File: src/rtl/dqr_pkg.sv
// ----------------------------------------------------------------------------
// dqr_pkg
// shared types and constants of the bounded deque with reversal
// ----------------------------------------------------------------------------
package dqr_pkg;

	localparam int DEPTH_DEFAULT = 16;

	localparam int KIND_W  = 2;
	localparam int VALUE_W = 32;
	localparam int COUNT_W = 5;

	// slave side: tdata = value, tuser = kind
	localparam int S_TDATA_W = 32;
	localparam int S_TUSER_W = KIND_W;
	// master side: tdata = removed_value, count, zero fill; tuser = ok
	localparam int M_TDATA_W = 40;
	localparam int M_TUSER_W = 1;
	localparam int M_PAD_W   = M_TDATA_W - VALUE_W - COUNT_W;

	typedef enum logic [KIND_W-1:0] {
		KIND_PUSH_FRONT = 2'd0,
		KIND_PUSH_BACK  = 2'd1,
		KIND_POP_FRONT  = 2'd2,
		KIND_REVERSE    = 2'd3
	} kind_t;

endpackage

File: src/rtl/double_ended_queue_with_reverse.sv
// ----------------------------------------------------------------------------
// double_ended_queue_with_reverse
// bounded deque of 32-bit values in a ring buffer memory with a direction flag
// push, reverse and failed ops give their result in the cycle after accept
// a successful pop stalls input, reads memory into rd_data_q, then registers its result
// throughput: 1 beat per cycle for push and reverse while m_tready is high
// asynchronous active-low reset empties the queue and clears the direction flag
// ----------------------------------------------------------------------------
module double_ended_queue_with_reverse
	import dqr_pkg::*;
#(
	parameter int QUEUE_DEPTH = DEPTH_DEFAULT
) (
	input  logic                 clk,
	input  logic                 arst_n,
	input  logic                 s_tvalid,
	output logic                 s_tready,
	input  logic [S_TDATA_W-1:0] s_tdata,   // [31:0] value
	input  logic [S_TUSER_W-1:0] s_tuser,   // [1:0] kind
	output logic                 m_tvalid,
	input  logic                 m_tready,
	output logic [M_TDATA_W-1:0] m_tdata,   // [31:0] removed_value, [36:32] count, zero fill
	output logic [M_TUSER_W-1:0] m_tuser    // [0] ok
);

	localparam int IDX_W = (QUEUE_DEPTH > 1) ? $clog2(QUEUE_DEPTH) : 1;
	localparam int CNT_W = $clog2(QUEUE_DEPTH + 1);
	localparam int SUM_W = CNT_W + 1;

	logic [VALUE_W-1:0] mem [QUEUE_DEPTH];

	logic [IDX_W-1:0]   front_q;
	logic [CNT_W-1:0]   cnt_q;
	logic               rev_q;
	logic               pend_q;
	logic [VALUE_W-1:0] rd_data_q;
	logic               out_valid_q;
	logic               out_ok_q;
	logic [VALUE_W-1:0] out_val_q;
	logic [COUNT_W-1:0] out_cnt_q;

	kind_t            kind;
	logic             accept;
	logic             full;
	logic             empty;
	logic             is_push;
	logic             is_pop;
	logic             at_first;
	logic             do_push;
	logic             do_pop;
	logic [IDX_W-1:0] front_inc;
	logic [IDX_W-1:0] front_dec;
	logic [SUM_W-1:0] sum_tail;
	logic [SUM_W-1:0] sum_last;
	logic [IDX_W-1:0] tail_idx;
	logic [IDX_W-1:0] last_idx;
	logic [IDX_W-1:0] wr_addr;
	logic [IDX_W-1:0] rd_addr;
	logic [CNT_W-1:0] cnt_next;
	logic [IDX_W-1:0] front_next;

	assign kind     = kind_t'(s_tuser);
	assign s_tready = !pend_q && (!out_valid_q || m_tready);
	assign accept   = s_tvalid && s_tready;
	assign full     = (cnt_q == CNT_W'(QUEUE_DEPTH));
	assign empty    = (cnt_q == '0);
	assign is_push  = (kind == KIND_PUSH_FRONT) || (kind == KIND_PUSH_BACK);
	assign is_pop   = (kind == KIND_POP_FRONT);
	assign at_first = ((kind == KIND_PUSH_FRONT) == !rev_q);
	assign do_push  = accept && is_push && !full;
	assign do_pop   = accept && is_pop && !empty;

	always_comb begin
		front_inc = (front_q == IDX_W'(QUEUE_DEPTH - 1)) ? '0 : front_q + 1'b1;
		front_dec = (front_q == '0) ? IDX_W'(QUEUE_DEPTH - 1) : front_q - 1'b1;

		sum_tail = SUM_W'(front_q) + SUM_W'(cnt_q);
		if (sum_tail >= SUM_W'(QUEUE_DEPTH)) begin
			sum_tail = sum_tail - SUM_W'(QUEUE_DEPTH);
		end
		tail_idx = sum_tail[IDX_W-1:0];

		sum_last = SUM_W'(front_q) + SUM_W'(cnt_q) - 1'b1;
		if (sum_last >= SUM_W'(QUEUE_DEPTH)) begin
			sum_last = sum_last - SUM_W'(QUEUE_DEPTH);
		end
		last_idx = sum_last[IDX_W-1:0];

		wr_addr = at_first ? front_dec : tail_idx;
		rd_addr = rev_q ? last_idx : front_q;

		front_next = front_q;
		cnt_next   = cnt_q;
		if (do_push) begin
			cnt_next = cnt_q + 1'b1;
			if (at_first) begin
				front_next = front_dec;
			end
		end else if (do_pop) begin
			cnt_next = cnt_q - 1'b1;
			if (!rev_q) begin
				front_next = front_inc;
			end
			if (cnt_q == CNT_W'(1)) begin
				front_next = '0;
			end
		end
	end

	always_ff @(posedge clk or negedge arst_n) begin
		if (!arst_n) begin
			front_q     <= '0;
			cnt_q       <= '0;
			rev_q       <= 1'b0;
			pend_q      <= 1'b0;
			out_valid_q <= 1'b0;
		end else begin
			front_q <= front_next;
			cnt_q   <= cnt_next;
			if (accept && (kind == KIND_REVERSE)) begin
				rev_q <= !rev_q;
			end
			pend_q <= do_pop;
			if (pend_q || (accept && !do_pop)) begin
				out_valid_q <= 1'b1;
			end else if (m_tready) begin
				out_valid_q <= 1'b0;
			end
		end
	end

	always_ff @(posedge clk) begin
		if (do_push) begin
			mem[wr_addr] <= s_tdata[VALUE_W-1:0];
		end
		if (do_pop) begin
			rd_data_q <= mem[rd_addr];
		end
	end

	always_ff @(posedge clk) begin
		if (pend_q) begin
			out_ok_q  <= 1'b1;
			out_val_q <= rd_data_q;
			out_cnt_q <= COUNT_W'(cnt_q);
		end else if (accept && !do_pop) begin
			out_ok_q  <= do_push || (kind == KIND_REVERSE);
			out_val_q <= '0;
			out_cnt_q <= COUNT_W'(cnt_next);
		end
	end

	assign m_tvalid = out_valid_q;
	assign m_tdata  = {{M_PAD_W{1'b0}}, out_cnt_q, out_val_q};
	assign m_tuser  = out_ok_q;

endmodule

File: config.mk
export PLATFORM = sky130hd
export DESIGN_NAME = double_ended_queue_with_reverse
export DESIGN_NICKNAME = d
export VERILOG_FILES = /design/src/rtl/dqr_pkg.sv /design/src/rtl/double_ended_queue_with_reverse.sv
export SDC_FILE = /design/constraint.sdc
export NUM_CORES = 1
export LEC_CHECK = 0
export BUFFER_PORTS_ARGS = -buffer_cell sky130_fd_sc_hd__buf_2
export CORE_UTILIZATION = 60
export DETAILED_ROUTE_END_ITERATION = 8
export GPL_ROUTABILITY_DRIVEN = 1
export GPL_TIMING_DRIVEN = 0
export PLACE_DENSITY = 0.78
export SLEW_MARGIN = 20
export SYNTH_ARGS = -nofsm -noshare
export SYNTH_HDL_FRONTEND = slang
export SYNTH_SLANG_ARGS = --single-unit
File: constraint.sdc
create_clock -name clk -period 5.4 [get_ports clk]
set_input_delay 0.81 -clock clk [delete_from_list [all_inputs] [get_ports clk]]
set_output_delay 0.81 -clock clk [all_outputs]
set_load 0.03 [all_outputs]
Word-level counts from Yosys, hierarchy flattened
Memory sizes are Yosys's and may differ from the RTL's. A register that Yosys moved wholly into a read port is not among the register bits.
Cells that the tools add are included.
Word-level totals
  bits of input ports: 38
  RAM bits: 512
  register bits: 50
  memory bits (read-only): 0
  latch bits: 0
  memories: 1
Operators by class
  $mul: 0
  order comparisons: 2
  bitwise operators: 0
  reductions and logical operators: 25
  shift-type cells: 0
  add/subtract/negate cells: 8
  divide/modulo/power cells: 0
  equal/unequal tests: 9
  muxes and demuxes: 21
Memory list
  mem: depth 16, bits a word 32, read ports 1, clocked after memory_dff 1, write ports 1, RTL line double_ended_queue_with_reverse.sv:30  | logic [VALUE_W-1:0] mem [QUEUE_DEPTH];
Operators by type and width (count)
  32-bit 2-to-1 mux: 2
  4-bit 2-to-1 mux: 11
  5-bit 2-to-1 mux: 4
  6-bit by 5-bit greater-or-equal comparator with 1-bit output (second input constant): 2
  4-bit by 1-bit subtractor with 4-bit output (second input constant): 3
  1-bit logical AND: 8
  4-bit by 5-bit adder with 6-bit output: 1
  1-bit logical NOT: 6
  2-bit nonzero test: 3
  6-bit by 1-bit subtractor with 6-bit output (second input constant): 1
  5-bit by 1-bit adder with 5-bit output (second input constant): 1
  5-bit by 1-bit equality test with 1-bit output (second input constant): 1
  5-bit equality test (second input constant): 1
  5-bit logical NOT: 1
  5-bit by 1-bit subtractor with 5-bit output (second input constant): 1
  4-bit by 1-bit adder with 4-bit output (second input constant): 1
  2-bit equality test (second input constant): 2
  4-bit equality test (second input constant): 1
  4-bit logical NOT: 1
  1-bit logical OR: 4
  1-bit 2-to-1 mux: 4
  3-bit by 1-bit != test with 1-bit output (second input constant): 1
  3-bit AND reduction: 1
  2-bit by 1-bit equality test with 1-bit output (second input constant): 1
  3 further kinds: 3

Logic depth before layout (Yosys ltp)
Gate-level depths: netlist of the first run.
  depth in word-level cells: 10
  mapped depth: 12
  gate-level depth less buffers: 9

Worst setup path after synthesis of the first run
Ideal clock, no wire load.
  kind: input-to-reg
  from: input port m_tready
  to: memory mem[1][0] (enable)
  path slack: 1282 ps
  required time: 4979 ps
  data arrival time: 3697 ps
  path buffers: 1
  stages: 6
  library setup time: 421 ps
  cells stage by stage: inv_1 a21oi_1 nand3_1 clkbuf_1 or3_1 nor2_1
Between the ends
  longest elaborated chain between the ends: 7
Ends and longest elaborated chain
  start, declared: RTL line double_ended_queue_with_reverse.sv:21  | input logic m_tready,
  1-bit logical OR: RTL line double_ended_queue_with_reverse.sv:63  | assign s_tready = !pend_q && (!out_valid_q || m_tready);
  1-bit logical AND: RTL line double_ended_queue_with_reverse.sv:63
  net s_tready: RTL line double_ended_queue_with_reverse.sv:17  | output logic s_tready,
  1-bit logical AND: RTL line double_ended_queue_with_reverse.sv:64  | assign accept = s_tvalid && s_tready;
  1-bit logical AND (2 in series): RTL line double_ended_queue_with_reverse.sv:70  | assign do_push = accept && is_push && !full;
  1-bit 2-to-1 mux: RTL line double_ended_queue_with_reverse.sv:133  | if (do_push) begin
  1-bit 2-to-1 mux (not written as such): RTL line double_ended_queue_with_reverse.sv:134  | mem[wr_addr] <= s_tdata[VALUE_W-1:0];
  end, declared: RTL line double_ended_queue_with_reverse.sv:30
The timed path passes the listed nets, and every way through them passes these cells.

Worst setup path after layout of the first run
  from: register cnt_q[0]
  to: register rd_data_q[21] (read register of mem) (data pin)
Between the ends
  longest elaborated chain between the ends: 5
  elaborated cells on any way between the ends: 9
Ends and longest elaborated chain
  start, declared: RTL line double_ended_queue_with_reverse.sv:33  | logic [CNT_W-1:0] cnt_q;
  start signal, assigned: RTL line double_ended_queue_with_reverse.sv:119  | cnt_q <= cnt_next;
  4-bit by 5-bit adder with 6-bit output: RTL line double_ended_queue_with_reverse.sv:83  | sum_last = SUM_W'(front_q) + SUM_W'(cnt_q) - 1'b1;
  6-bit by 1-bit subtractor with 6-bit output: RTL line double_ended_queue_with_reverse.sv:83
  6-bit by 5-bit greater-or-equal comparator with 1-bit output / 4-bit by 1-bit subtractor with 4-bit output (equally long branches): RTL line double_ended_queue_with_reverse.sv:84, double_ended_queue_with_reverse.sv:85
  4-bit 2-to-1 mux: RTL line double_ended_queue_with_reverse.sv:84  | if (sum_last >= SUM_W'(QUEUE_DEPTH)) begin
  4-bit 2-to-1 mux: RTL line double_ended_queue_with_reverse.sv:90  | rd_addr = rev_q ? last_idx : front_q;
  end, declared: RTL line double_ended_queue_with_reverse.sv:36  | logic [VALUE_W-1:0] rd_data_q;
Parallel ways exist; a longest one is shown, timed or not.
A chain may end at the register's enable or synchronous reset.

==> impl_metrics.env, run 1 <==
export IMPL_grt_util_all_layers_pct=25.7
export IMPL_grt_pass1_vias=13100
export IMPL_wire_per_inst_microns=23.9
export IMPL_arrival_ns=4.42
export IMPL_async_flop_share_pct=2.02
export IMPL_finalCoreUtilization_pct=69.6
export IMPL_netlist_instances=1400
export IMPL_final_cell_mix="edfxtp_1 (581), mux2i_1 (193), nand2_1 (137)"
export IMPL_numCtsBuffers=57
export IMPL_gp_congestion=0.836
export IMPL_drc=0
export IMPL_rows=72
export IMPL_numClockSinks=594
export IMPL_antennaDiodeCount=0
export IMPL_cts_tree="built"
export IMPL_synth_top_area_share_pct=73.6
export IMPL_regArea_sq_um=17800
export IMPL_synth_area_top_cells="edfxtp_1 (74%), mux2i_1 (8.1%), mux4_2 (3.0%)"
export IMPL_slew_headroom_pct=31.7
export IMPL_synth_top_flop_cell="edfxtp_1"
export IMPL_finalHoldViolations=0
export IMPL_grt_overflow=0
export IMPL_start_util_pct=61.1
export IMPL_fillers=2382
export IMPL_critPathMaxFanout=10
export IMPL_cts_resized=0
export IMPL_multi_input_area_sq_um=5640
export IMPL_die_x_microns=201
export IMPL_final_setup_skew_ns=0.0155
export IMPL_dr_pass1_iters=5
export IMPL_fmax_mhz=247
export IMPL_dieArea_sq_um=40300
export IMPL_nNetsFinal=1604
export IMPL_synth_largest_area_cell="edfxtp_1"
export IMPL_grt_max_degree=38
export IMPL_post_place_ws_ns=1.43
export IMPL_worstMarginPinSlew_ns=1.02
export IMPL_insertion_delay_ns=0.61
export IMPL_die_height_microns=201
export IMPL_drt_iter0_markers=1177
export IMPL_ys_warn_count=0
export IMPL_dr_total_vias=12900
export IMPL_via_per_inst=6.10
export IMPL_cp_data_required_time_ns=5.76
export IMPL_synth_edf_count=581
export IMPL_drive_gt1_share_pct=16.1
export IMPL_antenna_found_initial=1
export IMPL_port_buffers=77
export IMPL_fp_coreArea_sq_um=38800
export IMPL_slew_violations=0
export IMPL_syn_to_final_growth_pct=14.0
export IMPL_clk_pin_slew_ns=0.06
export IMPL_crit_type="reg2reg"
export IMPL_grt_setup_unrepaired="no"
export IMPL_critical_path_endpoint_type="flop"
export IMPL_finalWorstSetupSlack_ns=1.35
export IMPL_root_buffer="clkbuf_16"
export IMPL_h_tree_depth=2
export IMPL_outcome="finished clean"
export IMPL_synth_cell_types=48
export IMPL_synth_area_sq_um=23700
export IMPL_drv_cap=0
export IMPL_cp_start_kind="flop"
export IMPL_place_hpwl_microns=32200
export IMPL_finalCritPeriodShare_pct=75.1
export IMPL_io_pins=81
export IMPL_critPathSlowestCell="mux2i_1"
export IMPL_post_cts_buffers=0
export IMPL_cts_hold_buf=0
export IMPL_cpPeakStageDelay_ns=0.76
export IMPL_final_common_cell="edfxtp_1"
export IMPL_post_route_min_period_ns=4.05
export IMPL_cts_buffer_depth=3
export IMPL_ys_ff_latch=594
export IMPL_grt_pass1_wl_microns=77100
export IMPL_setup_viol=0
export IMPL_hp_class="in2async"
export IMPL_synth_avg_cell_area_sq_um=16.9
export IMPL_yosysSeqAreaShare_pct=74.9
export IMPL_worstPathCellList="ha_1 > fa_1 > inv_1 > ha_1 > xor2_1 > mux2i_1 > clkbuf_1 > mux2i_1"
export IMPL_drt_total_wl_microns=50600
export IMPL_ant_nets=0
## kinds of logic after synthesis
logic type / synth area share [%]
buffers and inverters: 1.87
DFF: 74.9
adders and majority gates: 0.612
muxes: 11.3
AOI/OAI and AO/OA: 4.84
other: 0.0158
and+or+nand+nor: 5.70
xor gates and xnor gates: 0.760
## synthesized netlist by cell type (2+ instances only)
cell,count
a21oi_1,11
inv_1,11
o22ai_1,3
nand3_1,8
o31ai_1,3
nor2_1,27
mux2i_1,193
buf_2,19
nand2b_1,2
o21ai_0,5
xnor2_2,2
or3_1,2
xor2_1,4
dfrtp_1,12
nand2_1,137
a211oi_1,65
buf_4,10
mux4_2,32
clkbuf_1,50
xnor2_1,11
or2_2,3
ha_1,10
buf_1,3
buf_6,3
a32oi_1,2
and2_1,97
edfxtp_1,581
a21o_1,3
a21boi_0,2
nor3_1,3
and3_1,2
a31oi_1,68
## per-stage QoR
stage / std cells / hold slack [ns] / instance area, sq um / setup TNS, ns
after CTS: 2119 / 0.0750 / 27000 / 0
final: 2119 / 0.0924 / 27000 / 0
after global routing: 2119 / 0.112 / 27000 / 0
after floorplan: 1402 / 0.503 / 23700 / 0
after global placement: 1997 / 0.505 / 24800 / -14.43
after detailed placement: 2014 / 0.512 / 25300 / 0
## metal layers
layer / global-route usage (%) / vias up / part of all wire [%]
met5: 0 / - / 0
met4: 10.2 / 0 / 2.9
met3: 3.46 / 105 / 6.8
met2: 43.1 / 556 / 50
met1: 34.4 / 6534 / 40
li1: - / 5723 / -
## worst max-delay path, delay by kind of cell, from the launching register on
| family | cells | cell delay, ns |
|---|---|---|
| xor gates and xnor gates | 1 | 0.17 |
| adders and majority gates | 3 | 1.05 |
| buffers and inverters | 2 | 0.85 |
| muxes | 2 | 1.23 |
| DFF | 1 | 0.49 |
## path summary, 6_finish.rpt
kind                                    start            end  slack [ns]  depth (start not counted)
worst max-delay path                 cnt_q[0]  rd_data_q[21]        1.35                          8
worst min-delay path                   arst_n       cnt_q[3]        0.09                          1
worst max register to register       cnt_q[0]  rd_data_q[21]        1.35                          8
worst min register to register  rd_data_q[14]  out_val_q[14]        0.51                          1
max in group asynchronous              arst_n     front_q[0]        5.07                          1
min in group clk                rd_data_q[14]  out_val_q[14]        0.51                          1
## cell type report
cell class                 count  share of cell area (%)
clock inverter                32                   0.815
sequential                   594                    65.7
inverter                      11                   0.153
tap                          518                    2.40
multi-input combinational    712                    20.9
timing repair buffer          94                    2.91
buffer                        85                    1.50
clock buffer                  73                    5.66
## state kept, by name, indices dropped and copies added, names as in the netlist
| name | flops |
|---|---|
| mem | 512 |
| out_val_q | 32 |
| rd_data_q | 32 |
| cnt_q | 5 |
| out_cnt_q | 5 |
| front_q | 4 |
| m_tuser | 1 |
| m_tvalid | 1 |
| pend_q | 1 |
| rev_q | 1 |
Power of run 1 is left out: the tool's default activity adds up to more than one toggle a clock period on the data nets, which glitch-free logic cannot reach.
==> run 2, diff against run 1 <==
--- a/config.mk
+++ b/config.mk
@@ -6,11 +6,11 @@
 export NUM_CORES = 1
 export LEC_CHECK = 0
 export BUFFER_PORTS_ARGS = -buffer_cell sky130_fd_sc_hd__buf_2
-export CORE_UTILIZATION = 60
+export CORE_UTILIZATION = 56
 export DETAILED_ROUTE_END_ITERATION = 8
 export GPL_ROUTABILITY_DRIVEN = 1
 export GPL_TIMING_DRIVEN = 0
-export PLACE_DENSITY = 0.78
+export PLACE_DENSITY = 0.77
 export SLEW_MARGIN = 20
 export SYNTH_ARGS = -nofsm -noshare
 export SYNTH_HDL_FRONTEND = slang
==> constraint.sdc (replaced) <==
create_clock -name clk -period 3.6 [get_ports clk]
set_input_delay 0.54 -clock clk [delete_from_list [all_inputs] [get_ports clk]]
set_output_delay 0.54 -clock clk [all_outputs]
set_load 0.03 [all_outputs]
==> run 2 against run 1 <==
Net effect: non-clock buffer count up 5; global-route usage shrank 1.3 points; final cell count increased by 0.90%; utilization down 4.5 points; worst setup slack got worse by 1.2 ns.
==> impl_metrics.env, run 2 (synthesized netlist as in run 1, its figures left out) <==
export IMPL_outcome="finished clean"
export IMPL_grt_pass1_vias=13100
export IMPL_drt_total_wl_microns=51500
export IMPL_use_met1_pct=32.3
export IMPL_drv_cap=0
export IMPL_cp_data_required_time_ns=3.98
export IMPL_slew_violations=0
export IMPL_drive_gt1_share_pct=18.2
export IMPL_finalSetupTns_ns=0
export IMPL_crit_type="reg2reg"
export IMPL_grt_setup_unrepaired="yes"
export IMPL_port_buffers=77
export IMPL_via_per_inst=6.04
export IMPL_ant_nets=0
export IMPL_r2r_slack_ns=0.11
export IMPL_post_place_ws_ns=-0.352
export IMPL_slew_headroom_pct=31.7
export IMPL_finalHoldViolations=0
export IMPL_arrival_ns=3.88
export IMPL_worstMarginPinSlew_ns=1.02
export IMPL_met2_usage_pct=41.2
export IMPL_rows=75
export IMPL_largest_register_ffs=512
export IMPL_setup_viol=0
export IMPL_dr_total_vias=12900
export IMPL_fillers=2738
export IMPL_drt_iter0_markers=1260
export IMPL_h_tree_depth=2
export IMPL_clk_pin_slew_ns=0.06
export IMPL_nNetsFinal=1607
export IMPL_r2r_cells=11
export IMPL_hp_class="in2reg"
export IMPL_final_cell_mix="edfxtp_1 (581), mux2i_1 (189), nand2_1 (137)"
export IMPL_start_util_pct=56.7
export IMPL_dieArea_sq_um=43200
export IMPL_rr_startpoint="cnt_q[0]"
export IMPL_fmax_mhz=286
export IMPL_insertion_delay_ns=0.61
export IMPL_cts_buffer_depth=3
export IMPL_critPathLaunch="cnt_q[0]"
export IMPL_critPathMaxFanout=10
export IMPL_grt_busiest_layer="met2"
export IMPL_syn_to_final_growth_pct=14.9
export IMPL_grt_pass1_wl_microns=78300
export IMPL_gp_congestion=0.839
export IMPL_wire_per_inst_microns=24.1
export IMPL_die_height_microns=208
export IMPL_grt_util_all_layers_pct=24.4
export IMPL_grt_overflow=0
export IMPL_finalWorstSetupSlack_ns=0.106
export IMPL_cts_tree="built"
export IMPL_drc=0
export IMPL_grt_use_met3_pct=4.05
export IMPL_io_pins=81
export IMPL_numClockSinks=594
export IMPL_largestRegisters="mem: 512 flops, out_val_q: 32 flops, rd_data_q: 32 flops"
export IMPL_die_x_microns=208
export IMPL_finalCritPeriodShare_pct=97.1
export IMPL_root_buffer="clkbuf_16"
export IMPL_cp_start_kind="flop"
export IMPL_endpoint="rd_data_q[23]"
export IMPL_critical_path_endpoint_type="flop"
export IMPL_regToRegEndpoint="rd_data_q[23]"
export IMPL_finalCoreUtilization_pct=65.1
export IMPL_top_register="mem"
export IMPL_final_common_cell="edfxtp_1"
export IMPL_antennaDiodeCount=0
export IMPL_antenna_found_initial=0
export IMPL_fp_coreArea_sq_um=41900
export IMPL_grt_max_degree=38
export IMPL_place_hpwl_microns=33100
export IMPL_final_setup_skew_ns=0.0187
export IMPL_dr_pass1_iters=8
export IMPL_numCtsBuffers=55
export IMPL_post_route_min_period_ns=3.49
[run 2: critical path: stages (launching register included)]
cell	delay [ns]
dfrtp_2	0.45
ha_1	0.23
fa_2	0.57
inv_1	0.07
ha_1	0.28
mux2_1	0.29
buf_4	0.18
clkbuf_2	0.25
clkbuf_2	0.28
a31oi_1	0.23
mux2i_1	0.13
mux2i_1	0.29
[run 2: final cells by class]
cell class | count | area (sq um) | share of cell area (%)
plain buffers | 85 | 442 | 1.62
clock buffers | 74 | 1460 | 5.35
clock inverters | 24 | 274 | 1.01
inverters | 11 | 41.3 | 0.152
multi-input cells | 712 | 5720 | 21.0
flip-flops and latches | 594 | 17800 | 65.2
well taps | 539 | 674 | 2.48
repair buffers | 99 | 871 | 3.20
[run 2: how the worst min path moves through the flow]
stage | endpoint | depth (start not counted) | slack (ns) | startpoint
after global routing | mem[10][29] | 1 | 0.29 | s_tdata[29]
after detailed placement | m_tvalid | 1 | 0.44 | arst_n
after global placement | m_tvalid | 1 | 0.45 | arst_n
final | mem[7][27] | 1 | 0.31 | s_tdata[27]
after CTS | mem[4][18] | 1 | 0.28 | s_tdata[18]
after floorplan | cnt_q[0] | 0 | 0.24 | arst_n
[run 2: stage by stage]
| step | area, sq um | hold slack, ns | std cells |
|---|---|---|---|
| after floorplan | 23800 | 0.244 | 1402 |
| after global placement | 24800 | 0.446 | 2018 |
| after detailed placement | 25400 | 0.445 | 2035 |
| after CTS | 27200 | 0.283 | 2134 |
| after global routing | 27200 | 0.293 | 2138 |
| final | 27200 | 0.311 | 2138 |
[run 2: what timing repair did]
action / CTS / global route
pin swaps: 0 / 0
setup endpoints to repair: 32 / 31
hold buffers: 1 / 0
setup buffers: 0 / 4
resized for setup: 26 / 20
hold endpoints to repair: 12 / 0
[run 2: metal layers]
layer  part of all wire, %  wire length, microns  vias to the layer above
met5                     0                     0                        -
met4                   3.1                  1620                        0
met3                   7.2                  3730                      118
met2                    51                 26000                      605
met1                    39                 20200                     6469
li1                      -                     -                     5715
Power of run 2 is left out for the same reason.
==> run 3, diff against run 2 <==
--- a/config.mk
+++ b/config.mk
@@ -10,7 +10,7 @@
 export DETAILED_ROUTE_END_ITERATION = 8
 export GPL_ROUTABILITY_DRIVEN = 1
 export GPL_TIMING_DRIVEN = 0
-export PLACE_DENSITY = 0.77
+export PLACE_DENSITY = 0.76
 export SLEW_MARGIN = 20
 export SYNTH_ARGS = -nofsm -noshare
 export SYNTH_HDL_FRONTEND = slang
==> run 3 against run 2 <==
Net effect: count of clock-buffer cells in the layout is 7 lower; final cell count is 0.28% higher; first-iteration DRC count is 5.6% higher; sequential share of layout area is 0.16 points lower; flip-flop and latch count stayed put; non-clock buffer count is 2 higher; utilization is 0.16 points higher; worst setup slack worse by 0.046 ns; maximum frequency is 1.3% lower; via count is 1.6% lower.
==> impl_metrics.env, run 3 (synthesized netlist as in run 1, its figures left out) <==
export IMPL_outcome="finished clean"
export IMPL_cp_start_kind="flop"
export IMPL_numCtsBuffers=55
export IMPL_drt_total_wl_microns=50200
export IMPL_finalCritPeriodShare_pct=98.3
export IMPL_dr_total_vias=12700
export IMPL_clk_pin_slew_ns=0.06
export IMPL_critPathMaxFanout=10
export IMPL_grt_overflow=0
export IMPL_final_cell_mix="edfxtp_1 (581), mux2i_1 (190), nand2_1 (137)"
export IMPL_wl_met2_microns=25200
export IMPL_grt_max_degree=38
export IMPL_drc=0
export IMPL_largestRegisters="mem: 512 flops, out_val_q: 32 flops, rd_data_q: 32 flops"
export IMPL_top_register="mem"
export IMPL_cts_tree="built"
export IMPL_grt_pass1_wl_microns=76200
export IMPL_cts_buffer_depth=3
export IMPL_start_util_pct=56.7
export IMPL_critical_path_endpoint_type="flop"
export IMPL_drive_gt1_share_pct=18.5
export IMPL_final_area_sq_um=27300
export IMPL_io_pins=81
export IMPL_drt_iter0_markers=1331
export IMPL_largest_register_ffs=512
export IMPL_dieArea_sq_um=43200
export IMPL_post_route_min_period_ns=3.54
export IMPL_nNetsFinal=1609
export IMPL_die_x_microns=208
export IMPL_wl_met1_microns=20100
export IMPL_met3_length_microns=3660
export IMPL_insertion_delay_ns=0.59
export IMPL_fin_cells=2144
export IMPL_fmax_mhz=282
export IMPL_cp_data_required_time_ns=3.92
export IMPL_slew_violations=0
export IMPL_dp_cells=2037
export IMPL_ant_nets=0
export IMPL_dr_pass1_iters=5
export IMPL_rows=75
export IMPL_die_height_microns=208
export IMPL_hp_class="in2reg"
export IMPL_postPlaceCellArea_sq_um=25400
export IMPL_via_per_inst=5.92
export IMPL_fillers=2753
export IMPL_arrival_ns=3.86
export IMPL_antennaDiodeCount=0
export IMPL_fp_coreArea_sq_um=41900
export IMPL_gp_congestion=0.873
export IMPL_root_buffer="clkbuf_16"
export IMPL_grt_util_all_layers_pct=23.6
export IMPL_setup_viol=0
export IMPL_antenna_found_initial=0
export IMPL_final_setup_skew_ns=0.0105
export IMPL_finalHoldViolations=0
export IMPL_crit_type="reg2reg"
export IMPL_final_common_cell="edfxtp_1"
export IMPL_wire_per_inst_microns=23.4
export IMPL_top_layer_used="met4"
export IMPL_h_tree_depth=2
export IMPL_grt_pass1_vias=12800
export IMPL_worstMarginPinSlew_ns=1.02
export IMPL_drv_cap=0
export IMPL_port_buffers=77
export IMPL_numClockSinks=594
export IMPL_place_hpwl_microns=32600
export IMPL_syn_to_final_growth_pct=15.2
export IMPL_slew_headroom_pct=32.3
export IMPL_finalCoreUtilization_pct=65.3
run 3: stage by stage:
step	hold slack, ns	setup WS, ns	TNS [ns]
after floorplan	0.244	-0.248	-23.79
after global placement	0.439	-1.57	-356.58
after detailed placement	0.442	-0.340	-6.91
after CTS	0.315	0.00901	0
after global routing	0.326	-0.0125	-0.0326
final	0.334	0.0598	0
run 3: cell type report:
cell class / instances / area (sq um) / area share (%)
flip-flops and latches: 594 / 17800 / 65.1
plain buffers: 85 / 447 / 1.64
repair buffers: 101 / 943 / 3.45
clock buffers: 67 / 1460 / 5.36
clock inverters: 35 / 282 / 1.03
inverters: 11 / 41.3 / 0.151
well taps: 539 / 674 / 2.47
multi-input cells: 712 / 5690 / 20.8
run 3: metal layers:
metal  vias to the layer above  global-route usage, %
met2                       526                   40.1
met5                         -                      0
met4                         0                   7.02
li1                       5726                      -
met3                        87                   3.68
met1                      6363                   31.7
run 3: path summary, 6_finish.rpt:
| kind | cells after the start | slack (ns) | to | start |
|---|---|---|---|---|
| min in group asynchronous | 2 | 0.38 | front_q[3] | arst_n |
| worst min-delay path | 1 | 0.33 | mem[7][17] | s_tdata[17] |
| worst max register to register | 12 | 0.06 | rd_data_q[14] | cnt_q[0] |
| max in group asynchronous | 2 | 2.97 | cnt_q[0] | arst_n |
| worst min register to register | 1 | 0.52 | out_val_q[7] | rd_data_q[7] |
| worst max-delay path | 12 | 0.06 | rd_data_q[14] | cnt_q[0] |
run 3: timing repair:
| action | in CTS | in global routing |
|---|---|---|
| hold buffers | 1 | 0 |
| setup buffers | 0 | 4 |
| pin swaps | 0 | 3 |
| resized for setup | 30 | 11 |
| endpoints found under the hold margin | 12 | 0 |
| gates cloned | 0 | 0 |
| setup endpoints to repair | 32 | 71 |
run 3: worst max-delay path, cell delays in order, from the launching register on:
cell	delay, ns
dfrtp_2	0.46
ha_1	0.23
fa_2	0.58
inv_1	0.07
ha_1	0.29
mux2_1	0.29
buf_4	0.19
clkbuf_4	0.21
clkbuf_4	0.23
a211oi_1	0.21
a31oi_1	0.06
mux2i_1	0.31
mux2i_1	0.13
Power of run 3 is left out for the same reason.
